==> src/rtl/two_order_buddy_page_allocator_top_assert.svh <==
// assertion macros for the two-order buddy page allocator
// used by modules that check their own control sequencing
`ifndef TWO_ORDER_BUDDY_PAGE_ALLOCATOR_TOP_ASSERT_SVH
`define TWO_ORDER_BUDDY_PAGE_ALLOCATOR_TOP_ASSERT_SVH

// same-cycle implication, disabled in reset
`define TOBPA_ASSERT_NOW(label, clk, rst, ante, cons, msg) \
  label: assert property (@(posedge clk) disable iff (rst) (ante) |-> (cons)) \
    else $error(msg);

// next-cycle implication, disabled in reset
`define TOBPA_ASSERT_NEXT(label, clk, rst, ante, cons, msg) \
  label: assert property (@(posedge clk) disable iff (rst) (ante) |=> (cons)) \
    else $error(msg);

`endif

==> src/rtl/tobpa_pkg.sv <==
// shared types and constants of the two-order buddy page allocator
// no dependencies
package tobpa_pkg;

  localparam int PAGE_BYTES = 4096;
  localparam int SIZE_W     = 14;
  localparam int PAGE_W     = 10;
  localparam int CNT_W      = 2;
  localparam int MARK_W     = 2;

  localparam logic OP_ALLOC = 1'b0;
  localparam logic OP_FREE  = 1'b1;

  localparam logic [MARK_W-1:0] MARK_NONE = 2'd0;
  localparam logic [MARK_W-1:0] MARK_LOW  = 2'd1;
  localparam logic [MARK_W-1:0] MARK_HIGH = 2'd2;

  localparam logic [3:0] ACT_NONE        = 4'd0;
  localparam logic [3:0] ACT_CLEAR       = 4'd1;
  localparam logic [3:0] ACT_LATCH       = 4'd2;
  localparam logic [3:0] ACT_POP         = 4'd3;
  localparam logic [3:0] ACT_PUSH_PAIR   = 4'd4;
  localparam logic [3:0] ACT_TAKE_SINGLE = 4'd5;
  localparam logic [3:0] ACT_SPLIT       = 4'd6;
  localparam logic [3:0] ACT_GRANT_PAIR  = 4'd7;
  localparam logic [3:0] ACT_MERGE       = 4'd8;
  localparam logic [3:0] ACT_LINK_HEAD   = 4'd9;
  localparam logic [3:0] ACT_FIX_PREV    = 4'd10;
  localparam logic [3:0] ACT_FAIL        = 4'd11;

  typedef struct packed {
    logic [3:0] act;
    logic       fin;
  } cmd_t;

  typedef struct packed {
    logic is_alloc;
    logic small_req;
    logic cnt_one;
    logic q_ok;
    logic head_valid;
    logic fill_zero;
    logic mark_set;
    logic clr_last;
  } sts_t;

endpackage

==> src/rtl/tobpa_ctrl.sv <==
// controller state machine of the two-order buddy page allocator
// depends on tobpa_pkg and two_order_buddy_page_allocator_top_assert.svh
`include "two_order_buddy_page_allocator_top_assert.svh"

module tobpa_ctrl (
  input  logic              clk,
  input  logic              rst,
  input  logic              start,
  output logic              busy,
  output logic              done,
  input  tobpa_pkg::sts_t   sts,
  output tobpa_pkg::cmd_t   cmd
);
  import tobpa_pkg::*;

  localparam logic [2:0] ST_CLEAR = 3'd0;
  localparam logic [2:0] ST_IDLE  = 3'd1;
  localparam logic [2:0] ST_ISSUE = 3'd2;
  localparam logic [2:0] ST_EXEC  = 3'd3;
  localparam logic [2:0] ST_LINK  = 3'd4;

  logic [2:0] state;
  logic [2:0] state_next;

  always_comb begin
    state_next = state;
    cmd.act    = ACT_NONE;
    cmd.fin    = 1'b0;
    case (state)
      ST_CLEAR: begin
        cmd.act = ACT_CLEAR;
        if (sts.clr_last) begin
          state_next = ST_IDLE;
        end
      end
      ST_IDLE: begin
        if (start) begin
          cmd.act    = ACT_LATCH;
          state_next = ST_ISSUE;
        end
      end
      ST_ISSUE: begin
        if (sts.is_alloc) begin
          if (sts.small_req && sts.head_valid) begin
            state_next = ST_EXEC;
          end else if (!sts.fill_zero) begin
            cmd.act    = ACT_POP;
            state_next = ST_EXEC;
          end else begin
            cmd.act    = ACT_FAIL;
            cmd.fin    = 1'b1;
            state_next = ST_IDLE;
          end
        end else if (!sts.q_ok) begin
          cmd.fin    = 1'b1;
          state_next = ST_IDLE;
        end else if (!sts.cnt_one) begin
          cmd.act    = ACT_PUSH_PAIR;
          cmd.fin    = 1'b1;
          state_next = ST_IDLE;
        end else begin
          state_next = ST_EXEC;
        end
      end
      ST_EXEC: begin
        if (sts.is_alloc) begin
          cmd.fin    = 1'b1;
          state_next = ST_IDLE;
          if (!sts.small_req) begin
            cmd.act = ACT_GRANT_PAIR;
          end else if (sts.head_valid) begin
            cmd.act = ACT_TAKE_SINGLE;
          end else begin
            cmd.act = ACT_SPLIT;
          end
        end else if (sts.mark_set) begin
          cmd.act    = ACT_MERGE;
          cmd.fin    = 1'b1;
          state_next = ST_IDLE;
        end else begin
          cmd.act    = ACT_LINK_HEAD;
          state_next = ST_LINK;
        end
      end
      ST_LINK: begin
        cmd.act    = ACT_FIX_PREV;
        cmd.fin    = 1'b1;
        state_next = ST_IDLE;
      end
      default: begin
        state_next = ST_IDLE;
      end
    endcase
  end

  always_ff @(posedge clk) begin
    if (rst) begin
      state <= ST_CLEAR;
      done  <= 1'b0;
    end else begin
      state <= state_next;
      done  <= cmd.fin;
    end
  end

  assign busy = (state != ST_IDLE);

  `TOBPA_ASSERT_NEXT(a_accept_issue, clk, rst, state == ST_IDLE && start, state == ST_ISSUE, "accepted item did not enter issue")
  `TOBPA_ASSERT_NOW(a_fin_state, clk, rst, cmd.fin, state == ST_ISSUE || state == ST_EXEC || state == ST_LINK, "result finished outside item states")
  `TOBPA_ASSERT_NOW(a_link_after_exec, clk, rst, state == ST_LINK, $past(state) == ST_EXEC, "link step not preceded by exec")
  `TOBPA_ASSERT_NEXT(a_done_idle, clk, rst, cmd.fin, state == ST_IDLE && done, "finish did not return to idle with strobe")

endmodule

==> config.mk <==
export PLATFORM = sky130hd
export DESIGN_NAME = tobpa_ctrl
export DESIGN_NICKNAME = d
export VERILOG_FILES = /design/src/rtl/tobpa_pkg.sv /design/src/rtl/tobpa_ctrl.sv
export VERILOG_INCLUDE_DIRS = /design/src /design/src/rtl
export SDC_FILE = /design/constraint.sdc
export NUM_CORES = 1
export LEC_CHECK = 0
export ABC_AREA = 1
export BUFFER_PORTS_ARGS = -buffer_cell sky130_fd_sc_hd__buf_4
export CAP_MARGIN = 25
export CORE_AREA = 4 4 41 43
export CTS_BUF_LIST = sky130_fd_sc_hd__clkbuf_4 sky130_fd_sc_hd__clkbuf_8
export DETAILED_ROUTE_END_ITERATION = 10
export DIE_AREA = 0 0 45 47
export SETUP_SLACK_MARGIN = 0.5
export SYNTH_ARGS = -nofsm -noshare
export SYNTH_HDL_FRONTEND = slang
export SYNTH_SLANG_ARGS = --single-unit
==> constraint.sdc <==
create_clock -name clk -period 0.9 [get_ports clk]
set_input_delay 0.135 -clock clk [delete_from_list [all_inputs] [get_ports clk]]
set_output_delay 0.135 -clock clk [all_outputs]
set_load 0.1 [all_outputs]
# After elaboration in Yosys (flattened, before gate mapping)
# Index checks and enable logic that the tools add are counted.
# Widths: inputs -> output; s select.
[word_totals]
ff_bits = 4
latchBits = 0
ramBits = 0
mem_bits_ro = 0
input_bits = 11
out_inout_bits = 7
word_cells = 37
memories = 0
[classes]
addsub = 0
mul = 0
div_mod_pow = 0
order_cmp = 0
n_eq_ne = 7
n_shift = 0
mux = 25
bitwise_logic = 0
reduce_logical = 3
[op_table]
columns = ["operator", "n"]
rows = [
  ["$mux 3", 7],
  ["$pmux 4 s5", 1],
  ["$mux 5", 3],
  ["$mux 2", 6],
  ["$pmux 3 s4", 1],
  ["$mux 4", 2],
  ["$eq 3x2->1 const B", 2],
  ["$mux 1", 4],
  ["$ne 2x2->1 const B", 2],
  ["$eq 3x1->1 const B", 1],
  ["$eq 3x3->1 const B", 1],
  ["$logic_not 3->1", 1],
  ["$ne 3x1->1 const B", 1],
  ["$pmux 1 s3", 1],
  ["$reduce_and 2->1", 1],
  ["$logic_and 1x1->1", 1],
]

# Longest topological paths before layout
# Gate-level depths: netlist (run 1).
[logic_depth]
ltp_word = 4
depth_mapped = 7
ltp_nobuf = 7

# Least setup slack after synthesis (run 1)
# Ideal clock, no wire load.
[synth_timing]
path_kind = "flip-flop to output port"
startpoint = "register state[2]"
endpoint = "output port cmd[4] (netlist bit)"
t_arrival_ns = 2.791
t_required_ns = 0.765
setup_slack_ns = -2.026
stages_incl_launch_ff = 4
path_buffers = 0
cell_sequence = "dfxtp_1 > inv_2 > nand2_1 > o31ai_1"
[synth_lines]
columns = ["item", "line", "text"]
rows = [
  ["start, declared", "tobpa_ctrl.sv:22", "logic [2:0] state;"],
  ["start signal, assigned", "tobpa_ctrl.sv:101", "state <= state_next;"],
  ["end, declared", "tobpa_ctrl.sv:12", "output tobpa_pkg::cmd_t cmd"],
]

==> impl_metrics.ini, run 1 <==
[clock_network]
cts.sinks = 4
path_clk_slew_ns = 0.04
clock-root-buffer = clkbuf_4
cts_tree = done
cts_hold_buf = 0
insertion_delay_ns = 0.24
clk_path_buf_depth = 2
htree_levels = 1
cts-buffers-inserted = 3

[setup_path]
start_kind = flip-flop
r2r_start = state[2]$_SDFFE_PP0P_
cp_max_fo = 4
slowest_stage = dfxtp_4
path_buf_inv = 2
end_kind = output pin
cp.depth = 6
worstPathCellList = inv_6 -> nand2_4 -> nor2_4 -> nand2_1 -> nand4_1 -> buf_8
crit_start = state[2]$_SDFFE_PP0P_
max_stage_delay_ns = 0.35
cp.arrival_ns = 1.27
r2r-end = state[1]$_SDFFE_PP0P_
regToRegSetupSlack_ns = -0.27
crit_family = simple AND/OR/NAND/NOR gates
worst-r2r-cell-count = 9
critPathKind = reg -> out
crit_required_ns = 0.76
cp-endpoint = cmd[1]

[power_and_ir_drop]
p_leak_nw = 0.445
power_density_mw_per_mm2 = 957
peakVddDrop_v = 0.000719
p_total_mw = 0.882

[place]
io_buffers = 17
dp_hpwl_um = 974
dp_slack_ns = -0.375
dpl_cell_area_um2 = 717
dpl.cell_count = 108
gp_congestion = 0.747

[global_routing]
grt-ovfl-total = 0
grt_pass1_wl_um = 2180
grt_pass1_vias = 537
antenna_found_initial = 0
grt_usage_pct = 14.2
grt_max_degree = 8

[drt]
drtIter0Drc = 6
wirelength_um = 1180
avgRoutedWirePerCell_um = 10.3
drc = 0
vias = 523
ant_nets = 0
viasPerCell = 4.55
firstDrtPassIters = 4

[yosys]
synth-simple-area-share_pct = 56.4
synth_cell_types = 17
synth_xor_area_share_pct = 0
yosys_warnings = 0
syn_inst = 60
synth_nets = 71
synth-compound-area-share_pct = 11.3
synth-seq-cells = 4
synth_mux_area_share_pct = 0
async_flop_share_pct = 0
synth_top_family_by_area = simple AND/OR/NAND/NOR gates
synthAdderAreaFrac_pct = 0
synth.avg_cell_area_um2 = 5.88
yosysSeqAreaShare_pct = 22.7
synth_edf_count = 0
synth_ff_type = dfxtp_1
synth_area_um2 = 353

[die]
start_util_pct = 27.1
rows = 13
die_area_mm2 = 0.00212
die_w_um = 45
boundaryPins = 18
dieHeight_um = 47
core-area_mm2 = 0.00130

[sta]
setup_viol = 10
layout_setup_ws_ns = -0.504
finalHoldViolCount = 0
fin_crit_sh_pct = 156
hold_slack_ns = 0.0755
achievable-frequency_ghz = 0.712
drv_slew = 0
relSlewSlack_pct = 83.1
period_minus_slack_ns = 1.40
rsz0062_at_grt = true
skew_ns = 0.00491
worstMarginPinSlew_ns = 0.254
tns_ns = -3.58

[final_layout]
layout.cells.non_filler = 115
final_common_cell = buf_4
final_cell_area_um2 = 922
final_cell_mix = 24 x buf_4, 10 x nand2_1, 6 x inv_1, 6 x nor2_1, 6 x buf_12
area_growth_pct = 161
diodes = 0
finalNetCount = 112
final_core_util_pct = 70.9
drive_gt1_share_pct = 67.0
num-fill-cells = 116

[min_path]
hp-class = in -> reg

[outcome]
violations = setup timing
status = complete, but fails checks

[run]
drv_cap = 0
synth_stat cells, types with 2 or more instances:
master	n	share of area, %
a21oi_1	3	4.3
inv_1	7	7.4
dfxtp_1	4	23
nand3_2	2	5.7
nand3_1	6	8.5
o21ai_0	2	2.8
nor2_1	11	12
nand2_1	15	16
inv_2	2	2.1
power breakdown:
part	switching (mW)	internal, mW
Sequential	0.0189	0.177
Combinational	0.227	0.177
Clock	0.0854	0.197
Total	0.331	0.551
kinds of logic (layout without fill, tap and decap cells):
family / count (synthesis) / in the layout
and+or+nand+nor: 40 / 40
buffers and inverters: 9 / 49
AOI/OAI and AO/OA: 7 / 7
DFF: 4 / 4
final cells by class:
type                            instances  area (µm²)  area share [%]
Timing Repair Buffer                   36         372            40.3
Multi-Input combinational cell         47         365            39.6
Sequential cell                         4        95.1            10.3
Inverter                                9        41.3            4.48
Clock buffer                            4        30.0            3.26
Tap cell                               15        18.8            2.04
worst min-delay path by stage:
| stage | depth (start not counted) | slack (ns) | start | end |
|---|---|---|---|---|
| 2_1_floorplan | 1 | 0.19 | rst | done$_SDFF_PP0_ |
| 3_5_place_dp | 2 | 0.31 | rst | done$_SDFF_PP0_ |
| 5_1_grt | 2 | 0.06 | rst | done$_SDFF_PP0_ |
| 4_1_cts | 2 | 0.05 | rst | done$_SDFF_PP0_ |
| 3_3_place_gp | 2 | 0.31 | rst | state[2]$_SDFFE_PP0P_ |
| 6_report | 2 | 0.08 | rst | state[2]$_SDFFE_PP0P_ |
state kept, by name, indices dropped and copies added (netlist names):
register  flops
done          1
state         3
what timing repair did:
| action | CTS | global route |
|---|---|---|
| endpoints found under the setup margin | 11 | 11 |
| endpoints found under the hold margin | 0 | 0 |
| pin swaps | 2 | 4 |
| gates resized for setup | 31 | 7 |
| buffers inserted | 2 | 1 |
per-layer routing:
layer | part of all wire, % | track usage, % | vias to the layer above | wire, µm
li1 | - | - | 276 | -
met1 | 40 | 14.8 | 237 | 472
met2 | 56 | 27.7 | 8 | 655
met3 | 3.4 | 2.68 | 2 | 40
met4 | 0.93 | 5.26 | 0 | 11
met5 | 0 | 0 | - | 0
(Power assumes the default switching activity.)
==> run 2, diff against run 1 <==
==> constraint.sdc (replaced) <==
create_clock -name clk -period 1.8 [get_ports clk]
set_input_delay 0.27 -clock clk [delete_from_list [all_inputs] [get_ports clk]]
set_output_delay 0.27 -clock clk [all_outputs]
set_load 0.1 [all_outputs]
==> impl_metrics.ini, run 2 (synthesis results as in run 1) <==
[outcome]
status = finished, final reports clean

[setup_path]
slowest_stage = dfxtp_4
cp_max_fo = 6
worst-r2r-cell-count = 8
critPathKind = reg -> out
max_stage_delay_ns = 0.37
start_kind = flip-flop
end_kind = output pin
cp.arrival_ns = 1.23
worstPathCellList = nor3_2 -> nor2_1 -> o31ai_4 -> buf_12
crit_required_ns = 1.53

[clock_network]
insertion_delay_ns = 0.23
cts_hold_buf = 0
cts.sinks = 4
cts-buffers-inserted = 3
clk_path_buf_depth = 2
clock-root-buffer = clkbuf_4
path_clk_slew_ns = 0.03
htree_levels = 1
cts_tree = done

[power_and_ir_drop]
pwr-share-clk_pct = 28.6
switching_share_pct = 38.0
p_sw_mw = 0.138
peakVddDrop_v = 0.000340
seqPwrFrac_pct = 27.4
p_total_mw = 0.363
pwr-share-comb_pct = 44.0
p_leak_nw = 0.334
internal-power_mw = 0.225
power_density_mw_per_mm2 = 519

[min_path]
worstHoldPathCells = 2
hp-class = in -> reg

[place]
gp_congestion = 0.803
dp_hpwl_um = 796
io_buffers = 17

[die]
boundaryPins = 18
core-area_mm2 = 0.00130
rows = 13
start_util_pct = 27.1
die_area_mm2 = 0.00212
die_w_um = 45
dieHeight_um = 47

[final_layout]
final_common_cell = buf_4
num-fill-cells = 134
diodes = 0
area_growth_pct = 97.9
largest_register_ff_count = 3
final-seq-area_um2 = 91.3
reg_top3 = state (3), done (1)
finalNetCount = 96
regMostFlops = state
multi_input_area_um2 = 307
drive_gt1_share_pct = 55.4
final_cell_mix = 14 x buf_4, 11 x nor2_1, 10 x nand2_1

[global_routing]
antenna_found_initial = 0
grt_max_degree = 8
grt_pass1_wl_um = 1540
grt-ovfl-total = 0
grt_usage_pct = 10.1
grt_pass1_vias = 409

[drt]
viasPerCell = 4.72
drc = 0
ant_nets = 0
avgRoutedWirePerCell_um = 9.71
drt-met1-wl_um = 403
drtIter0Drc = 3
wl_met2_um = 439
vias = 463
firstDrtPassIters = 5
top_layer_used = met4
wl_met3_um = 81
wirelength_um = 952

[sta]
relSlewSlack_pct = 81.6
drv_slew = 0
worstMarginPinSlew_ns = 0.278
period_minus_slack_ns = 1.50
achievable-frequency_ghz = 0.665
tns_ns = 0
fin_crit_sh_pct = 83.6
setup_viol = 0
skew_ns = 0.00150
finalHoldViolCount = 0
rsz0062_at_grt = true

[run]
drv_cap = 0
run 2: critical path: cells and delay by family, from the launching register on:
kind / cells / cell delay (ns)
AND/OR/NAND/NOR: 2 / 0.35
flip-flops: 1 / 0.37
buffers and inverters: 1 / 0.21
AO/OA/AOI/OAI: 1 / 0.08
run 2: metrics by stage:
stage	hold WS, ns	worst slack (ns)	utilization [%]	cell area [µm²]	cells
floorplan	0.332	0.0508	-	422	60
global placement	0.442	0.380	43.7	568	92
detailed placement	0.443	0.349	43.7	568	92
CTS	0.203	0.263	53.0	689	98
global route	0.208	0.219	53.7	698	98
finish	0.208	0.296	53.7	698	98
run 2: power by group through the flow:
stage,clock network (mW),registers (mW),logic [mW]
global route,0.114,0.0997,0.170
finish,0.104,0.0994,0.160
floorplan,0,0.102,0.0948
global placement,0,0.102,0.134
detailed placement,0,0.102,0.134
CTS,0.109,0.0995,0.155
run 2: path summary, 6_finish.rpt:
| check | start | end | slack [ns] |
|---|---|---|---|
| worst max-delay path | state[1]$_SDFFE_PP0P_ | cmd[4] | 0.30 |
| worst min-delay path | rst | state[2]$_SDFFE_PP0P_ | 0.21 |
| worst max register to register | state[0]$_SDFFE_PP0P_ | state[1]$_SDFFE_PP0P_ | 0.70 |
| worst min register to register | state[1]$_SDFFE_PP0P_ | state[2]$_SDFFE_PP0P_ | 0.65 |
run 2: final cells by class:
| class | instances | share of cell area (%) |
|---|---|---|
| multi-input combinational | 47 | 43.9 |
| tap | 15 | 2.69 |
| sequential | 4 | 13.1 |
| clock buffer | 3 | 3.23 |
| timing repair buffer | 20 | 31.5 |
| inverter | 9 | 5.56 |
run 2: metal layers:
layer	vias to the layer above	global-route usage (%)
met4	0	3.51
met5	-	0
met2	19	17.5
li1	242	-
met3	2	4.60
met1	200	10.9
run 2: what timing repair did:
| item | in CTS | in global routing |
|---|---|---|
| gates resized for setup | 19 | 2 |
| pin swaps | 3 | 1 |
| setup endpoints to repair | 6 | 6 |
| setup buffers | 3 | 0 |
